[config.mk]
export PLATFORM = sky130hd
export DESIGN_NAME = nimber_multiplier_32bit_unit
export DESIGN_NICKNAME = d
export VERILOG_FILES = /design/src/rtl/nimmul_pkg.sv /design/src/rtl/nimmul_split.sv /design/src/rtl/nimber_multiplier_32bit_unit.sv
export SDC_FILE = /design/constraint.sdc
export NUM_CORES = 1
export LEC_CHECK = 0
export ABC_AREA = 0
export CAP_MARGIN = 10
export CELL_PAD_IN_SITES_DETAIL_PLACEMENT = 0
export CELL_PAD_IN_SITES_GLOBAL_PLACEMENT = 1
export CORE_ASPECT_RATIO = 0.9
export CORE_MARGIN = 2
export CORE_UTILIZATION = 50
export DETAILED_ROUTE_END_ITERATION = 6
export DONT_BUFFER_PORTS = 1
export PLACE_DENSITY = 0.75
export SYNTH_ARGS = -nofsm -noshare
export SYNTH_HDL_FRONTEND = slang
export SYNTH_HIERARCHICAL = 1
export SYNTH_SLANG_ARGS = --single-unit
[constraint.sdc]
create_clock -name clk -period 2.9 [get_ports clk]
set_clock_uncertainty 0.1 [all_clocks]
set_input_delay 0.29 -clock clk [delete_from_list [all_inputs] [get_ports clk]]
set_output_delay 0.29 -clock clk [all_outputs]
set_load 0.05 [all_outputs]
[src/rtl/nimmul_pkg.sv]
// Shared sizes and types for the 32-bit nimber multiplier.
package nimmul_pkg;

	localparam int unsigned FIELD_W = 32;
	// Three half-width products per level over five levels: 3**5 one-bit leaves
	localparam int unsigned LEAF_N  = 243;

	typedef logic [FIELD_W-1:0] word_t;
	typedef logic [LEAF_N-1:0]  leaf_t;

endpackage

[src/rtl/nimmul_split.sv]
// Operand expansion: splits a 32-bit nimber into the 243 leaf bits of the product tree.
module nimmul_split import nimmul_pkg::*; (
	input  word_t operand,
	output leaf_t leaf
);

	logic [2:0][15:0] op16;
	logic [8:0][7:0]  op8;
	logic [26:0][3:0] op4;
	logic [80:0][1:0] op2;

	// Each node feeds three children: high half, low half, and their xor
	always_comb begin
		op16[0] = operand[31:16];
		op16[1] = operand[15:0];
		op16[2] = operand[31:16] ^ operand[15:0];

		for (int g = 0; g < 3; g++) begin
			op8[3*g]   = op16[g][15:8];
			op8[3*g+1] = op16[g][7:0];
			op8[3*g+2] = op16[g][15:8] ^ op16[g][7:0];
		end

		for (int g = 0; g < 9; g++) begin
			op4[3*g]   = op8[g][7:4];
			op4[3*g+1] = op8[g][3:0];
			op4[3*g+2] = op8[g][7:4] ^ op8[g][3:0];
		end

		for (int g = 0; g < 27; g++) begin
			op2[3*g]   = op4[g][3:2];
			op2[3*g+1] = op4[g][1:0];
			op2[3*g+2] = op4[g][3:2] ^ op4[g][1:0];
		end

		for (int g = 0; g < 81; g++) begin
			leaf[3*g]   = op2[g][1];
			leaf[3*g+1] = op2[g][0];
			leaf[3*g+2] = op2[g][1] ^ op2[g][0];
		end
	end

endmodule

[src/rtl/nimber_multiplier_32bit_unit.sv]
// Top level of the pipelined 32-bit nimber multiplier.
// Throughput: one operand pair per cycle; busy is held low, start may stay high.
// Each result sits on nim_product for exactly one cycle with done high.
// Reset (arst_n low, asynchronous) drops every valid bit; payload flops are not reset.
// Pipeline: s1 leaf bits, s2 4-bit products, s3 16-bit products, s4 full product.
module nimber_multiplier_32bit_unit import nimmul_pkg::*; (
	input  logic  clk,
	input  logic  arst_n,
	input  logic  start,
	output logic  busy,
	input  word_t lhs_operand,
	input  word_t rhs_operand,
	output word_t nim_product,
	output logic  done
);

	// Multiply by the half-Fermat element 2**(w-1) inside a w-bit subfield.
	// With x = c*T + d: high = S'(c^d), low = S'(S'(c)), S' one level down.
	function automatic logic [1:0] scl1(input logic [1:0] h);
		return {h[1] ^ h[0], h[1]};
	endfunction

	function automatic logic [3:0] scl2(input logic [3:0] h);
		logic [1:0] c;
		logic [1:0] d;
		c = h[3:2];
		d = h[1:0];
		return {scl1(c ^ d), scl1(scl1(c))};
	endfunction

	function automatic logic [7:0] scl3(input logic [7:0] h);
		logic [3:0] c;
		logic [3:0] d;
		c = h[7:4];
		d = h[3:0];
		return {scl2(c ^ d), scl2(scl2(c))};
	endfunction

	function automatic logic [15:0] scl4(input logic [15:0] h);
		logic [7:0] c;
		logic [7:0] d;
		c = h[15:8];
		d = h[7:0];
		return {scl3(c ^ d), scl3(scl3(c))};
	endfunction

	leaf_t lhs_leaf;
	leaf_t rhs_leaf;

	leaf_t lx_s1;
	leaf_t ly_s1;
	logic  vld_s1;

	logic [26:0][3:0] p2_s2;
	logic             vld_s2;

	logic [2:0][15:0] p4_s3;
	logic             vld_s3;

	// Stage 1 operand trees
	nimmul_split u_split_lhs (
		.operand (lhs_operand),
		.leaf    (lhs_leaf)
	);

	nimmul_split u_split_rhs (
		.operand (rhs_operand),
		.leaf    (rhs_leaf)
	);

	// Nothing downstream can stall, so a beat is taken every cycle
	assign busy = 1'b0;

	always_ff @(posedge clk or negedge arst_n) begin
		if (!arst_n) begin
			vld_s1 <= 1'b0;
			vld_s2 <= 1'b0;
			vld_s3 <= 1'b0;
			done   <= 1'b0;
		end else begin
			vld_s1 <= start & ~busy;
			vld_s2 <= vld_s1;
			vld_s3 <= vld_s2;
			done   <= vld_s3;
		end
	end

	// Hold the leaf bits; payload advances with the valid bit
	always_ff @(posedge clk) begin
		lx_s1 <= lhs_leaf;
		ly_s1 <= rhs_leaf;
	end

	// Stage 2: leaf ANDs, then fold up to 4-bit products.
	// Children of a node come as (high product, low product, cross product):
	// result high = cross ^ low, result low = scale(high) ^ low.
	logic [LEAF_N-1:0] p0;
	logic [80:0][1:0]  p1;
	logic [26:0][3:0]  p2;

	always_comb begin
		p0 = lx_s1 & ly_s1;
		for (int g = 0; g < 81; g++) begin
			p1[g] = {p0[3*g+2] ^ p0[3*g+1], p0[3*g] ^ p0[3*g+1]};
		end
		for (int g = 0; g < 27; g++) begin
			p2[g] = {p1[3*g+2] ^ p1[3*g+1], scl1(p1[3*g]) ^ p1[3*g+1]};
		end
	end

	always_ff @(posedge clk) begin
		p2_s2 <= p2;
	end

	// Stage 3: fold 4-bit products into 8-bit, then 16-bit
	logic [8:0][7:0]  p3;
	logic [2:0][15:0] p4;

	always_comb begin
		for (int g = 0; g < 9; g++) begin
			p3[g] = {p2_s2[3*g+2] ^ p2_s2[3*g+1], scl2(p2_s2[3*g]) ^ p2_s2[3*g+1]};
		end
		for (int g = 0; g < 3; g++) begin
			p4[g] = {p3[3*g+2] ^ p3[3*g+1], scl3(p3[3*g]) ^ p3[3*g+1]};
		end
	end

	always_ff @(posedge clk) begin
		p4_s3 <= p4;
	end

	// Stage 4: last Karatsuba fold into the output register
	always_ff @(posedge clk) begin
		nim_product <= {p4_s3[2] ^ p4_s3[1], scl4(p4_s3[0]) ^ p4_s3[1]};
	end

endmodule
# Yosys cells after proc, flatten, opt, wreduce, memory -nomap -nowiden
# Cells that the tools add are included.
# Widths: inputs -> output; s select.
[totals] word_cells=664 input_bits=67 output_inout_bits=34 regBits=678
[classes] bitwise_logic=627
[ops] operator="$xor 1x1->1" n=432
[ops] operator="$xor 2x2->2" n=135
[ops] operator="$and 243x243->243" n=1
[ops] operator="$xor 4x4->4" n=42
[ops] operator="$xor 8x8->8" n=13
[ops] operator="$xor 16x16->16" n=4

# Logic depth before layout (Yosys ltp)
[depth] ltp_word=8 depth_mapped=6 ltp_nobuf=5

# By module
# The synthesis kept the hierarchy.
[modules_own_cells] module="nimber_multiplier_32bit_unit" instances=1 cells_each=1421 area_per_inst_um2=19220.9
[modules_own_cells] module="nimmul_split" instances=2 cells_each=311 area_per_inst_um2=2811.4

# Worst setup path after synthesis
# Ideal clock, no wire load.
[synth_timing] path_kind="input port to flip-flop" start="in lhs_operand[1]" end="reg lx_s1[242]" required_time_ps=2728 stages=6 arrival_time_ps=1544 path_buffers=1 setup_slack_ps=1185 cell_sequence="buf_2 > xnor2_2 > xor2_2 > xnor2_1 > xnor2_2 > xor2_1"
[synth_between] elab_chain_len=5
[synth_lines] element="start: declaration" line="nimber_multiplier_32bit_unit.sv:11" rtl="input word_t lhs_operand,"
[synth_lines] element="$xor 16x16->16" line="nimmul_split.sv:16" rtl="op16[2] = operand[31:16] ^ operand[15:0];"
[synth_lines] element="$xor 8x8->8" line="nimmul_split.sv:21" rtl="op8[3*g+2] = op16[g][15:8] ^ op16[g][7:0];"
[synth_lines] element="$xor 4x4->4" line="nimmul_split.sv:27" rtl="op4[3*g+2] = op8[g][7:4] ^ op8[g][3:0];"
[synth_lines] element="net lhs_leaf[237]" line="nimber_multiplier_32bit_unit.sv:47" rtl="leaf_t lhs_leaf;"
[synth_lines] element="$xor 2x2->2" line="nimmul_split.sv:33" rtl="op2[3*g+2] = op4[g][3:2] ^ op4[g][1:0];"
[synth_lines] element="$xor 1x1->1" line="nimmul_split.sv:39" rtl="leaf[3*g+2] = op2[g][1] ^ op2[g][0];"
[synth_lines] element="net lhs_leaf[242]" line="nimber_multiplier_32bit_unit.sv:47"
[synth_lines] element="end signal: assignment" line="nimber_multiplier_32bit_unit.sv:90" rtl="lx_s1 <= lhs_leaf;"
[synth_lines] element="end: declaration" line="nimber_multiplier_32bit_unit.sv:50" rtl="leaf_t lx_s1;"
# The timed path passes the listed nets, and every way through them passes these cells.

# Final worst setup path
[layout_timing] start="in rhs_operand[18]" end="reg ly_s1[242]"
[layout_between] elab_chain_len=5
[layout_lines] element="start: declaration" line="nimber_multiplier_32bit_unit.sv:12" rtl="input word_t rhs_operand,"
[layout_lines] element="$xor 16x16->16" line="nimmul_split.sv:16"
[layout_lines] element="$xor 8x8->8" line="nimmul_split.sv:21"
[layout_lines] element="$xor 4x4->4" line="nimmul_split.sv:27"
[layout_lines] element="net rhs_leaf[235]" line="nimber_multiplier_32bit_unit.sv:48" rtl="leaf_t rhs_leaf;"
[layout_lines] element="$xor 2x2->2" line="nimmul_split.sv:33"
[layout_lines] element="$xor 1x1->1" line="nimmul_split.sv:39"
[layout_lines] element="net rhs_leaf[242]" line="nimber_multiplier_32bit_unit.sv:48"
[layout_lines] element="end signal: assignment" line="nimber_multiplier_32bit_unit.sv:91" rtl="ly_s1 <= rhs_leaf;"
[layout_lines] element="end: declaration" line="nimber_multiplier_32bit_unit.sv:51" rtl="leaf_t ly_s1;"
# The timed path passes the listed nets, and every way through them passes these cells.

==> impl_metrics.yaml <==
setup_path:
  max_stage_delay_ns: 0.95
  slowest_stage: "dlygate4sd3_1"
  critPathTopFamily: "XOR/XNOR gates"
  path_buf_inv: 1
  crit_top_cell: "xnor2_2"
  required_ns: 3.28
  crit_path_cell_trace: "dlygate4sd3_1, xor2_2, xnor2_1, xnor2_2, xnor2_2, xor2_1"
  worstSetupPathType: "in -> reg"
  critPathLaunchType: "primary input"
  crit_path_max_fanout: 6
  cp.arrival_ns: 2.60
  endpoint_kind: "register"
sta:
  fin_ws_ns: 0.6851
  fmax_mhz: 451.5
  fin_tns_setup_ns: 0
  final_hold_viol_count: 0
  slew_headroom_pct: 40.72
  rsz0062_at_grt: "no"
  fin_crit_sh_pct: 76.37
  min_period_ns: 2.215
  finalSetupViolCount: 0
  hold-worst-slack_ns: 0.1590
  worst_pin_slew_ns: 0.8863
  slew_viol_final: 0
worst_hold_path:
  hp-class: "in -> reg"
clocking:
  clk_transition_reported_paths_ns: 0.06
  cts_tree: "done"
  cts_resized: 0
  clock_latency_ns: 0.61
  cts_buffers: 69
  cts_sinks: 678
  cts.htree.levels: 3
  clock_path_buffers: 3
  cts_root_buffer: "clkbuf_16"
final_layout:
  multi_input_area_um2: 10050
  syn2layout_area_growth_pct: 11.23
  fin_cells: 2739
  nets: 2119
  layout-drive-gt1-share_pct: 8.603
  seq_area_um2: 13590
  n_fill_cell: 4167
power:
  pwr_density_cell_nw_per_um2: 1293
  combPwrFrac_pct: 34.6
  leakage_nw: 11.29
  power.total_w: 0.03573
  intPower_w: 0.02376
  ir_drop_mv: 0.6065
  seqPwrFrac_pct: 41.0
  swShare_pct: 33.50
  switching_power_w: 0.01197
  pwr-share-clk_pct: 24.3
synth:
  syn_area_um2: 24840
  synth_top_area_share_pct: 54.31
  synth_common_cells: "dfxtp_1 (674), xnor2_1 (514), xor2_1 (306)"
  yosysWarnings: 6
  synth_top_flop_cell: "dfxtp_1"
  netlist_instances: 2043
  ys_ff_latch: 678
  syn_avg_cell_area_um2: 12.16
  synth_edf_count: 0
  synth_most_common_cell: "dfxtp_1"
  synth.yosys.seq_area_share_pct: 54.71
  synth.area.top_cells: "dfxtp_1 (54%), xnor2_1 (18%), xor2_1 (11%)"
  synth_cell_types: 17
  synthArstFlopShare_pct: 0.5900
  synth_nets: 2110
  yosys.area.top_type: "dfxtp_1"
placement:
  place.gp.congestion: 0.8268
  pre_cts_slack_ns: 1.043
  place_inst: 2546
  post-dp-hpwl_um: 40310
  port_buffers: 0
global_route:
  grt_pass1_vias: 12684
  grt_pass1_wl_um: 79030
  overflow: 0
  track_usage_pct: 21.08
  grt_max_degree: 15
  grt_antenna_before_repair: 4
floorplan:
  start_util_pct: 50.56
  dieArea_um2: 51490
  die_x_um: 239.0
  ioPinCount: 101
  core_um2: 49130
  die_h_um: 215.5
  row_count: 77
routing:
  vias: 11978
  avgRoutedWirePerCell_um: 19.26
  ant_nets: 0
  vias_per_cell: 4.373
  dr.pass1.iters: 4
  drtIter0Drc: 658
  drc: 0
  wl_um: 52760
flow_run:
  drv_cap: 0
run_status:
  outcome: "completed"
==> power groups by stage <==
stage | Combinational, W | Clock (W) | Sequential (W)
floorplan | 0.00979 | 0 | 0.0143
global placement | 0.0120 | 0 | 0.0148
detailed placement | 0.0121 | 0 | 0.0149
CTS | 0.0125 | 0.00887 | 0.0147
global route | 0.0134 | 0.00927 | 0.0149
finish | 0.0124 | 0.00870 | 0.0147
==> final cells by class <==
type                       instances  area share (%)
inverter                          72          0.9780
tap                              632           2.862
clock buffer                     102           7.326
sequential                       678           49.19
multi-input combinational       1162           36.37
antenna                            3         0.02717
timing repair buffer              69           2.481
clock inverter                    21          0.7652
==> cell families after synthesis <==
kind of cell / Yosys count / share of synthesized area, %
buf+inv: 203 / 4.835
simple gates: 243 / 3.671
xor+xnor: 918 / 36.76
flops: 678 / 54.71
other cells: 1 / 0.01509
==> per-layer routing <==
| metal | GRT usage (%) | vias to the layer above | routed length, um |
|---|---|---|---|
| li1 | - | 6066 | - |
| met1 | 29.52 | 5623 | 25990 |
| met2 | 32.83 | 210 | 23280 |
| met3 | 4.502 | 79 | 2321 |
| met4 | 6.167 | 0 | 1164 |
| met5 | 0 | - | 0 |
==> final timing paths <==
kind	from	end	slack, ns	cells past startpoint
max in group asynchronous	arst_n	vld_s3	2.14	2
worst min-delay path	start	vld_s1	0.16	1
worst min register to register	vld_s3	done	0.25	0
worst max-delay path	rhs_operand[18]	ly_s1[242]	0.69	6
worst max register to register	p2_s2[86]	p4_s3[35]	1.06	3
min in group asynchronous	arst_n	vld_s1	0.40	2
==> metrics by stage <==
step                instance area, um^2  utilization (%)
detailed placement                24720            50.31
global route                      27630            56.22
CTS                               27630            56.22
finish                            27630            56.24
floorplan                         24840                -
global placement                  24720            50.31
==> timing repair <==
item                      CTS  global route
hold endpoints to repair  377             0
hold buffers               67             0
buffers inserted            0             0
==> sequential cells by signal, summed over array words and instances (netlist names) <==
name	flops
vld_s3	1
done	1
vld_s1	1
nim_product	32
lx_s1	243
vld_s2	1
p2_s2	108
p4_s3	48
ly_s1	243
==> cells in the final DEF, fill, tap and decap left out <==
cell and instances:
dfxtp_1 674, xnor2_1 514, xor2_1 306, nand2_1 243, clkbuf_16 72, inv_1 72
dlygate4sd3_1 67, xnor2_2 36, xnor3_1 21, xor2_2 20, clkbuf_1 19, xor2_4 18
clkinv_2 11, clkbuf_8 11, inv_6 4, dfrtp_1 4, diode_2 3, bufinv_16 3
xor3_1 2, clkinvlp_4 2, buf_4 2, xor3_2 1, conb_1 1, clkinv_8 1
Note: power is estimated with default switching activity, not from simulation.
